===== src/sv/lkvc_pkg.sv =====
package lkvc_pkg;

  // default table size and the rank width that goes with it
  localparam int DEF_ENTRIES = 16;
  localparam int DEF_RANK_W  = $clog2(DEF_ENTRIES);

  // capacity register
  localparam int          CAP_W     = 5;
  localparam logic [4:0]  CAP_RESET = 5'd16;

  // word widths
  localparam int KEY_W = 32;
  localparam int VAL_W = 32;

  // value returned by a get that misses
  localparam logic [VAL_W-1:0] MISS_VALUE = '1;

  // what every cell does in the current cycle
  typedef enum logic [2:0] {
    CM_IDLE,
    CM_CMP,
    CM_HIT,
    CM_FILL,
    CM_EVICT,
    CM_CLEAR
  } cell_mode_t;

  // broadcast from the controller to the row of cells
  typedef struct packed {
    cell_mode_t       mode;
    logic             put;
    logic [KEY_W-1:0] key;
    logic [VAL_W-1:0] value;
  } cell_cmd_t;

  // handed from each cell to its right-hand neighbour
  typedef struct packed {
    logic             free_seen;
    logic             hit;
    logic [VAL_W-1:0] value;
  } link_t;

  // controller sequence
  typedef enum logic [1:0] {
    ST_IDLE,
    ST_CMP,
    ST_UPD
  } state_t;

endpackage


===== src/sv/lru_key_value_cache.sv =====
// a word is accepted into the input registers, its key is compared in all cells, then the update
// writes the result word to the output register; no new word is taken until that update is done
// a result waiting on out_stall holds the update; the next word is taken once it is out
// reset (rst_n low, synchronous): table empty, capacity 16, no word in flight
// a capacity write clears the table in the same cycle
module lru_key_value_cache #(
  parameter int ENTRIES = lkvc_pkg::DEF_ENTRIES
) (
  input  logic               clk,
  input  logic               rst_n,
  input  logic               cfg_write_en,
  input  logic [4:0]         cfg_write_data,
  input  logic               in_valid,
  output logic               in_stall,
  input  logic               in_operation,
  input  logic signed [31:0] in_lookup_key,
  input  logic signed [31:0] in_write_value,
  output logic               out_valid,
  input  logic               out_stall,
  output logic               out_hit,
  output logic signed [31:0] out_read_value
);
  import lkvc_pkg::*;

  localparam int RANK_W = (ENTRIES > 1) ? $clog2(ENTRIES) : 1;
  localparam int CNT_W  = $clog2(ENTRIES + 1);
  localparam int CMP_W  = (CNT_W > CAP_W) ? CNT_W : CAP_W;

  state_t           state_r, state_nxt;
  logic             op_r;
  logic [KEY_W-1:0] key_r;
  logic [VAL_W-1:0] value_r;
  logic [CAP_W-1:0] cap_r;
  logic [CNT_W-1:0] used_r, used_nxt;
  logic             out_valid_r, out_valid_nxt;
  logic             out_hit_r;
  logic [VAL_W-1:0] out_value_r;

  logic              accept;
  logic              out_free;
  logic              commit;
  logic              fill_ok;
  logic [CMP_W-1:0]  used_ext;
  logic [CMP_W-1:0]  cap_min;
  logic [CNT_W-1:0]  used_dec;
  logic [RANK_W-1:0] lru_rank;
  logic [RANK_W-1:0] promo_rank;
  cell_mode_t        upd_mode;
  cell_cmd_t         cmd;
  logic [VAL_W-1:0]  result_value;

  link_t             links [ENTRIES+1];
  logic [RANK_W-1:0] ranks [ENTRIES+1];

  assign accept   = (state_r == ST_IDLE) && in_valid;
  assign out_free = !out_valid_r || !out_stall;
  assign in_stall = (state_r != ST_IDLE);

  // row of cells, chained left to right
  assign links[0] = '0;
  assign ranks[0] = '0;

  for (genvar i = 0; i < ENTRIES; i++) begin : g_cell
    lkvc_cell #(
      .RANK_W(RANK_W)
    ) u_cell (
      .clk        (clk),
      .rst_n      (rst_n),
      .cmd        (cmd),
      .promo_rank (promo_rank),
      .link_in    (links[i]),
      .rank_in    (ranks[i]),
      .link_out   (links[i+1]),
      .rank_out   (ranks[i+1])
    );
  end

  // room for a new entry: below both the table size and the clamped capacity
  assign used_ext = CMP_W'(used_r);
  assign cap_min  = (cap_r == '0) ? CMP_W'(1) : CMP_W'(cap_r);
  assign fill_ok  = (used_ext < CMP_W'(ENTRIES)) && (used_ext < cap_min);

  // least recent entry holds rank used-1
  assign used_dec   = used_r - 1'b1;
  assign lru_rank   = used_dec[RANK_W-1:0];
  assign promo_rank = links[ENTRIES].hit ? ranks[ENTRIES] : lru_rank;

  // update chosen from the compare result
  always_comb begin
    if (links[ENTRIES].hit) begin
      upd_mode = CM_HIT;
    end else if (!op_r) begin
      upd_mode = CM_IDLE;
    end else if (fill_ok) begin
      upd_mode = CM_FILL;
    end else begin
      upd_mode = CM_EVICT;
    end
  end

  // result word
  always_comb begin
    if (op_r) begin
      result_value = '0;
    end else if (links[ENTRIES].hit) begin
      result_value = links[ENTRIES].value;
    end else begin
      result_value = MISS_VALUE;
    end
  end

  // next state
  always_comb begin
    case (state_r)
      ST_IDLE: state_nxt = in_valid ? ST_CMP : ST_IDLE;
      ST_CMP:  state_nxt = ST_UPD;
      ST_UPD:  state_nxt = out_free ? ST_IDLE : ST_UPD;
      default: state_nxt = ST_IDLE;
    endcase
  end

  // controller outputs: cell command and commit
  always_comb begin
    commit    = 1'b0;
    cmd.put   = op_r;
    cmd.key   = key_r;
    cmd.value = value_r;
    cmd.mode  = CM_IDLE;
    case (state_r)
      ST_CMP: begin
        cmd.mode = CM_CMP;
      end
      ST_UPD: begin
        if (out_free) begin
          commit   = 1'b1;
          cmd.mode = upd_mode;
        end
      end
      default: begin
        cmd.mode = CM_IDLE;
      end
    endcase
    if (cfg_write_en) begin
      cmd.mode = CM_CLEAR;
    end
  end

  // fill count
  always_comb begin
    used_nxt = used_r;
    if (cfg_write_en) begin
      used_nxt = '0;
    end else if (commit && (upd_mode == CM_FILL)) begin
      used_nxt = used_r + 1'b1;
    end
  end

  // output register valid
  always_comb begin
    out_valid_nxt = out_valid_r;
    if (commit) begin
      out_valid_nxt = 1'b1;
    end else if (!out_stall) begin
      out_valid_nxt = 1'b0;
    end
  end

  // control state
  always_ff @(posedge clk) begin
    if (!rst_n) begin
      state_r     <= ST_IDLE;
      cap_r       <= CAP_RESET;
      used_r      <= '0;
      out_valid_r <= 1'b0;
    end else begin
      state_r     <= state_nxt;
      used_r      <= used_nxt;
      out_valid_r <= out_valid_nxt;
      if (cfg_write_en) begin
        cap_r <= cfg_write_data;
      end
    end
  end

  // captured word and result word
  always_ff @(posedge clk) begin
    if (accept) begin
      op_r    <= in_operation;
      key_r   <= in_lookup_key;
      value_r <= in_write_value;
    end
    if (commit) begin
      out_hit_r   <= links[ENTRIES].hit;
      out_value_r <= result_value;
    end
  end

  assign out_valid      = out_valid_r;
  assign out_hit        = out_hit_r;
  assign out_read_value = out_value_r;

endmodule


===== src/sv/lkvc_cell.sv =====
module lkvc_cell #(
  parameter int RANK_W = lkvc_pkg::DEF_RANK_W
) (
  input  logic                clk,
  input  logic                rst_n,
  input  lkvc_pkg::cell_cmd_t cmd,
  input  logic [RANK_W-1:0]   promo_rank,
  input  lkvc_pkg::link_t     link_in,
  input  logic [RANK_W-1:0]   rank_in,
  output lkvc_pkg::link_t     link_out,
  output logic [RANK_W-1:0]   rank_out
);
  import lkvc_pkg::*;

  logic              valid_r, valid_nxt;
  logic              match_r, match_nxt;
  logic [RANK_W-1:0] rank_r, rank_nxt;
  logic [KEY_W-1:0]  key_r, key_nxt;
  logic [VAL_W-1:0]  value_r, value_nxt;

  logic fill_here;
  logic sel;
  logic age;

  // this cell is the lowest free slot when no cell to the left is free
  assign fill_here = !valid_r && !link_in.free_seen;

  // chain to the neighbour: free flag, and the one matching word and rank
  assign link_out.free_seen = link_in.free_seen | !valid_r;
  assign link_out.hit       = link_in.hit | match_r;
  assign link_out.value     = link_in.value | ({VAL_W{match_r}} & value_r);
  assign rank_out           = rank_in | ({RANK_W{match_r}} & rank_r);

  // selection of the entry that becomes most recent
  always_comb begin
    case (cmd.mode)
      CM_HIT:   sel = match_r;
      CM_FILL:  sel = fill_here;
      CM_EVICT: sel = valid_r && (rank_r == promo_rank);
      default:  sel = 1'b0;
    endcase
  end

  // ageing of the other entries
  always_comb begin
    case (cmd.mode)
      CM_FILL:          age = valid_r;
      CM_HIT, CM_EVICT: age = valid_r && !sel && (rank_r < promo_rank);
      default:          age = 1'b0;
    endcase
  end

  // next cell state
  always_comb begin
    valid_nxt = valid_r;
    match_nxt = match_r;
    rank_nxt  = rank_r;
    key_nxt   = key_r;
    value_nxt = value_r;
    case (cmd.mode)
      CM_CLEAR: begin
        valid_nxt = 1'b0;
        match_nxt = 1'b0;
        rank_nxt  = '0;
      end
      CM_CMP: begin
        match_nxt = valid_r && (key_r == cmd.key);
      end
      CM_HIT, CM_FILL, CM_EVICT: begin
        if (sel) begin
          valid_nxt = 1'b1;
          rank_nxt  = '0;
          if (cmd.mode != CM_HIT) begin
            key_nxt = cmd.key;
          end
          if (cmd.put) begin
            value_nxt = cmd.value;
          end
        end else if (age) begin
          rank_nxt = rank_r + 1'b1;
        end
      end
      default: begin
        valid_nxt = valid_r;
      end
    endcase
  end

  // control state
  always_ff @(posedge clk) begin
    if (!rst_n) begin
      valid_r <= 1'b0;
      match_r <= 1'b0;
      rank_r  <= '0;
    end else begin
      valid_r <= valid_nxt;
      match_r <= match_nxt;
      rank_r  <= rank_nxt;
    end
  end

  // stored key and value
  always_ff @(posedge clk) begin
    key_r   <= key_nxt;
    value_r <= value_nxt;
  end

endmodule


===== config.mk =====
export PLATFORM = sky130hd
export DESIGN_NAME = lru_key_value_cache
export DESIGN_NICKNAME = d
export VERILOG_FILES = /design/src/sv/lkvc_pkg.sv /design/src/sv/lru_key_value_cache.sv /design/src/sv/lkvc_cell.sv
export SDC_FILE = /design/constraint.sdc
export NUM_CORES = 2
export LEC_CHECK = 0
export BUFFER_PORTS_ARGS = -buffer_cell sky130_fd_sc_hd__buf_2
export CORE_MARGIN = 4
export CORE_UTILIZATION = 65
export CTS_BUF_LIST = sky130_fd_sc_hd__clkbuf_4 sky130_fd_sc_hd__clkbuf_8
export CTS_CLUSTER_DIAMETER = 40
export DETAILED_ROUTE_END_ITERATION = 16
export MAX_ROUTING_LAYER = met4
export PLACE_DENSITY_LB_ADDON = 0.15
export SLEW_MARGIN = 20
export SYNTH_ARGS = -nofsm -noshare
export SYNTH_HDL_FRONTEND = slang
export SYNTH_HIERARCHICAL = 1
export SYNTH_SLANG_ARGS = --single-unit

===== constraint.sdc =====
create_clock -name clk -period 36.6 [get_ports clk]
set_input_delay 3.66 -clock clk [delete_from_list [all_inputs] [get_ports clk]]
set_output_delay 3.66 -clock clk [all_outputs]
set_load 0.05 [all_outputs]

After elaboration in Yosys (flattened, before gate mapping)
Cells that the tools add are included.

storage, ports and cells
  bits in registers = 1231
  output and inout port bits = 35

operators by class
  mux-type cells = 144
  order comparisons = 18
  reduce and logical (&&, ||, !) cells = 203
  $add $sub $neg = 18
  bitwise operators = 92
  equality and inequality tests = 74

operator list
  operator               count
  $and A32 B32 Y32       16
  $eq A32 B32 Y1         16
  $or A32 B32 Y32        15
  $mux W4                33
  $pmux W4 S2            16
  $pmux W1 S2            48
  $reduce_and A3 Y1      32
  $logic_and A1 B1 Y1    82
  $add A4 B1 Y4 const B  16
  $and A4 B4 Y4          16
  $eq A4 B4 Y1           16
  $lt A4 B4 Y1           16
  $reduce_and A2 Y1      32
  $or A4 B4 Y4           15
  $logic_not A1 Y1       48
  $ne A3 B1 Y1 const B   16
  $pmux W1 S3            16
  $ne A2 B1 Y1 const B   17
  $mux W32               1
  $or A1 B1 Y1           29
  $mux W1                21
  $mux W3                5
  $eq A3 B2 Y1 const B   3
  $eq A3 B3 Y1 const B   2
  other kinds (19)       22

Depth between registers and ports, before layout
  word-level depth = 28
  depth in mapped cells = 27

Cells and area by module
Netlist, hierarchy kept.

by module, submodules not included
  module               seq. area each (µm²)  instances  area each (µm²)  cells an instance
  lkvc_cell            2042.0                16         3089.2           212
  lru_key_value_cache  3203.1                1          4066.4           266

Least setup slack after synthesis
OpenSTA, ideal clock, no wires.

  path kind = input to register
  start = in out_stall
  end = reg g_cell[0].u_cell.value_r[0], enable pin
  data arrival time = 12.249 ns
  path slack = 23.882 ns
  stages = 5
  setup time = 0.470 ns
  cell sequence = a21boi_1 nand2_1 nor3_1 nand2_1 a21boi_0

RTL lines
  item                    RTL line                   RTL
  start: declaration      lru_key_value_cache.sv:19  input logic out_stall,
  end signal: assignment  lkvc_cell.sv:105           value_r <= value_nxt;
  end: declaration        lkvc_cell.sv:19            logic [VAL_W-1:0] value_r, value_nxt;

==> qor.txt <==
maximum fanout along the worst path -> 51
Port Buffers -> 109
maximum clock rate -> 105 MHz
minimum clock period after layout -> 9.51 ns
synth warn -> 6
per-instance average area after synthesis -> 14.6 um^2
critical path startpoint category -> flip-flop
DRC violation count after routing -> 0
register cell area after layout -> 35900 um^2
total clock buffers created by CTS -> 192
Post-DP HPWL -> 75100 um
final weighted congestion in routability-driven placement -> 0.882
die height -> 295 um
Worst Hold Slack -> 0.528 ns
count of fill cells added during filler insertion -> 4886
area of the core -> 81100 um^2
drt wl/cell -> 22.8 um
run status -> finished clean
pin count of the biggest net entering global routing -> 82
critical path type -> reg -> reg
number of design-rule violations left by the first detailed-router iteration -> 2591
WP data required -> 37.03 ns
clk slew on worst S/H paths -> 0.06 ns
Slew HR -> 25.5%
number of hold-slack violations in the final timing report -> 0
number of slew-limit violations in the final report -> 0
total number of vias -> 31500
summed instance area of the synthesized netlist -> 53500 um^2
Post-CTS Resized -> 0
number of vias per cell after detailed routing -> 6.08
quantity of hold-fixing buffers added after cts -> 0
setup repair after global routing missed its margin -> no
number of antenna violations at the first check in global routing -> 5
number of global-route vias before repair -> 33100
Net count, final -> 4142
buffers from clock root to sink, at most -> 3
post-route ant nets -> 0
setup skew after layout -> 0.0603 ns
final total power -> 2900 uW
row count -> 104
type of element capturing the critical path -> flip-flop
clock tree from TritonCTS -> done
global-route wire length before repair -> 184000 um
worst voltage drop across the vdd grid -> 0.0416 mV
clock sink total -> 1231
horizontal extent of the die -> 295 um
root buffer selected by CTS -> sky130_fd_sc_hd__clkbuf_8
Final setup viols -> 0
final worst-path cycle share -> 26.0%
standby leakage power -> 0.0232 uW
buffer count from post-CTS setup fixing -> 0
number of max-capacitance violations reported -> 0
fraction of layout instances using a drive strength above 1 -> 17.4%
total number of H-tree levels -> 4
power density normalized to cell area -> 48.1 nW/um^2
drt pass-1 iters -> 7
starting density of the core -> 66.0%
die footprint -> 86900 um^2
Routed WL -> 118000 um
pin slew with the least headroom to its limit -> 1.11 ns
utilization after layout -> 74.4%
min-delay worst type -> reg -> reg
setup total negative slack -> 0 ns
critical path arrival -> 9.94 ns
global-route congestion overflow total -> 0
post-synthesis cell count -> 3657
P&R area growth vs syn -> 12.7%
number of top-level design ports -> 110
area occupied by multi-input gates -> 17300 um^2
overall routing resource usage -> 28.3%
clock latency at the later pin of the worst-skew pair -> 0.85 ns
[worst max-delay path: stages, from the launching register on]
cell	delay, ns
sky130_fd_sc_hd__dfxtp_2	0.56
sky130_fd_sc_hd__or2_2	0.40
sky130_fd_sc_hd__or2_2	0.27
sky130_fd_sc_hd__or2_2	0.26
sky130_fd_sc_hd__or2_2	0.29
sky130_fd_sc_hd__or2_2	0.27
sky130_fd_sc_hd__or2_2	0.26
sky130_fd_sc_hd__or2_2	0.28
sky130_fd_sc_hd__or2_2	0.28
sky130_fd_sc_hd__or2_2	0.27
sky130_fd_sc_hd__or2_2	0.29
sky130_fd_sc_hd__or2_2	0.27
sky130_fd_sc_hd__or2_2	0.28
sky130_fd_sc_hd__or2_2	0.27
sky130_fd_sc_hd__or2_2	0.27
sky130_fd_sc_hd__or2_2	0.26
sky130_fd_sc_hd__or2_2	0.60
sky130_fd_sc_hd__nor2b_1	0.27
sky130_fd_sc_hd__nand2_1	0.12
sky130_fd_sc_hd__nor4_4	0.36
sky130_fd_sc_hd__o21ai_0	0.24
sky130_fd_sc_hd__nand2b_4	0.43
sky130_fd_sc_hd__buf_4	0.55
sky130_fd_sc_hd__nor3b_1	0.30
sky130_fd_sc_hd__a21oi_1	0.12
sky130_fd_sc_hd__nor2_1	0.18
sky130_fd_sc_hd__nand2_1	0.17
sky130_fd_sc_hd__o21ai_4	0.89
[layout by cell type, fill, tap and decap left out, types with 17 or more instances in the layout]
cell,instances
sky130_fd_sc_hd__clkbuf_4,66
sky130_fd_sc_hd__a21oi_1,69
sky130_fd_sc_hd__nor2_1,52
sky130_fd_sc_hd__xor2_1,256
sky130_fd_sc_hd__a21o_1,576
sky130_fd_sc_hd__clkinv_2,24
sky130_fd_sc_hd__ha_1,89
sky130_fd_sc_hd__conb_1,39
sky130_fd_sc_hd__buf_4,58
sky130_fd_sc_hd__clkinv_1,24
sky130_fd_sc_hd__and3_1,17
sky130_fd_sc_hd__nor2b_1,22
sky130_fd_sc_hd__o21ai_0,18
sky130_fd_sc_hd__dfxtp_1,108
sky130_fd_sc_hd__nand4_1,81
sky130_fd_sc_hd__nand2b_1,32
sky130_fd_sc_hd__o22ai_1,32
sky130_fd_sc_hd__mux2i_1,21
sky130_fd_sc_hd__nand2_1,167
sky130_fd_sc_hd__o31ai_2,32
sky130_fd_sc_hd__a211o_2,32
sky130_fd_sc_hd__a21boi_4,17
sky130_fd_sc_hd__nand3_1,53
sky130_fd_sc_hd__nor4_1,97
sky130_fd_sc_hd__edfxtp_1,1122
sky130_fd_sc_hd__buf_2,108
sky130_fd_sc_hd__clkbuf_8,201
sky130_fd_sc_hd__inv_1,139
sky130_fd_sc_hd__xnor2_1,259
sky130_fd_sc_hd__or2_2,32
[registers in the layout, indices dropped and copies added, names as in the netlist, 2 cells and up]
name / count
g_cell.u_cell/value_r: 512
out_read_value: 32
key_r: 32
cap_r: 5
g_cell.u_cell/match_r: 16
g_cell.u_cell/key_r: 512
state_r: 2
g_cell.u_cell/valid_r: 16
g_cell.u_cell/rank_r: 64
used_ext: 5
value_r: 32
[power by group]
part           internal (uW)  total [uW]  leakage (uW)  switching (uW)
combinational           57.8         155        0.0101            97.4
sequential              1540        1560        0.0110            18.0
clock                    654        1180       0.00211             531
total                   2260        2900        0.0232             647
[path summary, 6_finish.rpt]
path	slack, ns	endpoint	start	cells past startpoint
setup / recovery	27.09	g_cell[2].u_cell/key_r[7]	g_cell[0].u_cell/match_r	27
hold / removal	0.53	g_cell[0].u_cell/rank_r[3]	g_cell[0].u_cell/rank_r[3]	1
setup reg to reg	27.09	g_cell[2].u_cell/key_r[7]	g_cell[0].u_cell/match_r	27
hold reg to reg	0.53	g_cell[0].u_cell/rank_r[3]	g_cell[0].u_cell/rank_r[3]	1
[metal layers]
metal | wire [um] | share of wire (%) | GRT usage, %
met1 | 46100 | 39 | 33.3
met2 | 62700 | 53 | 49.8
met3 | 5910 | 5.0 | 4.31
met4 | 3710 | 3.1 | 10.4
met5 | 0 | 0 | -
[stage by stage]
step | instances | instance area (um^2) | setup WS, ns
finish | 5191 | 60300 | 27.09
floorplan | 3695 | 53600 | 23.88
CTS | 5179 | 60000 | 27.02
detailed placement | 4834 | 56000 | 27.10
global placement | 4833 | 56000 | 27.16
global route | 5191 | 60300 | 26.52
[layout make-up]
class / instances / area share (%)
Inverter: 139 / 0.865
Tap cell: 1060 / 2.20
Sequential cell: 1231 / 59.5
Antenna cell: 2 / 0.00830
Multi-Input combinational cell: 2236 / 28.6
Timing Repair Buffer: 178 / 2.14
Clock inverter: 78 / 1.24
Clock buffer: 267 / 5.41
(Power assumes the default switching activity.)
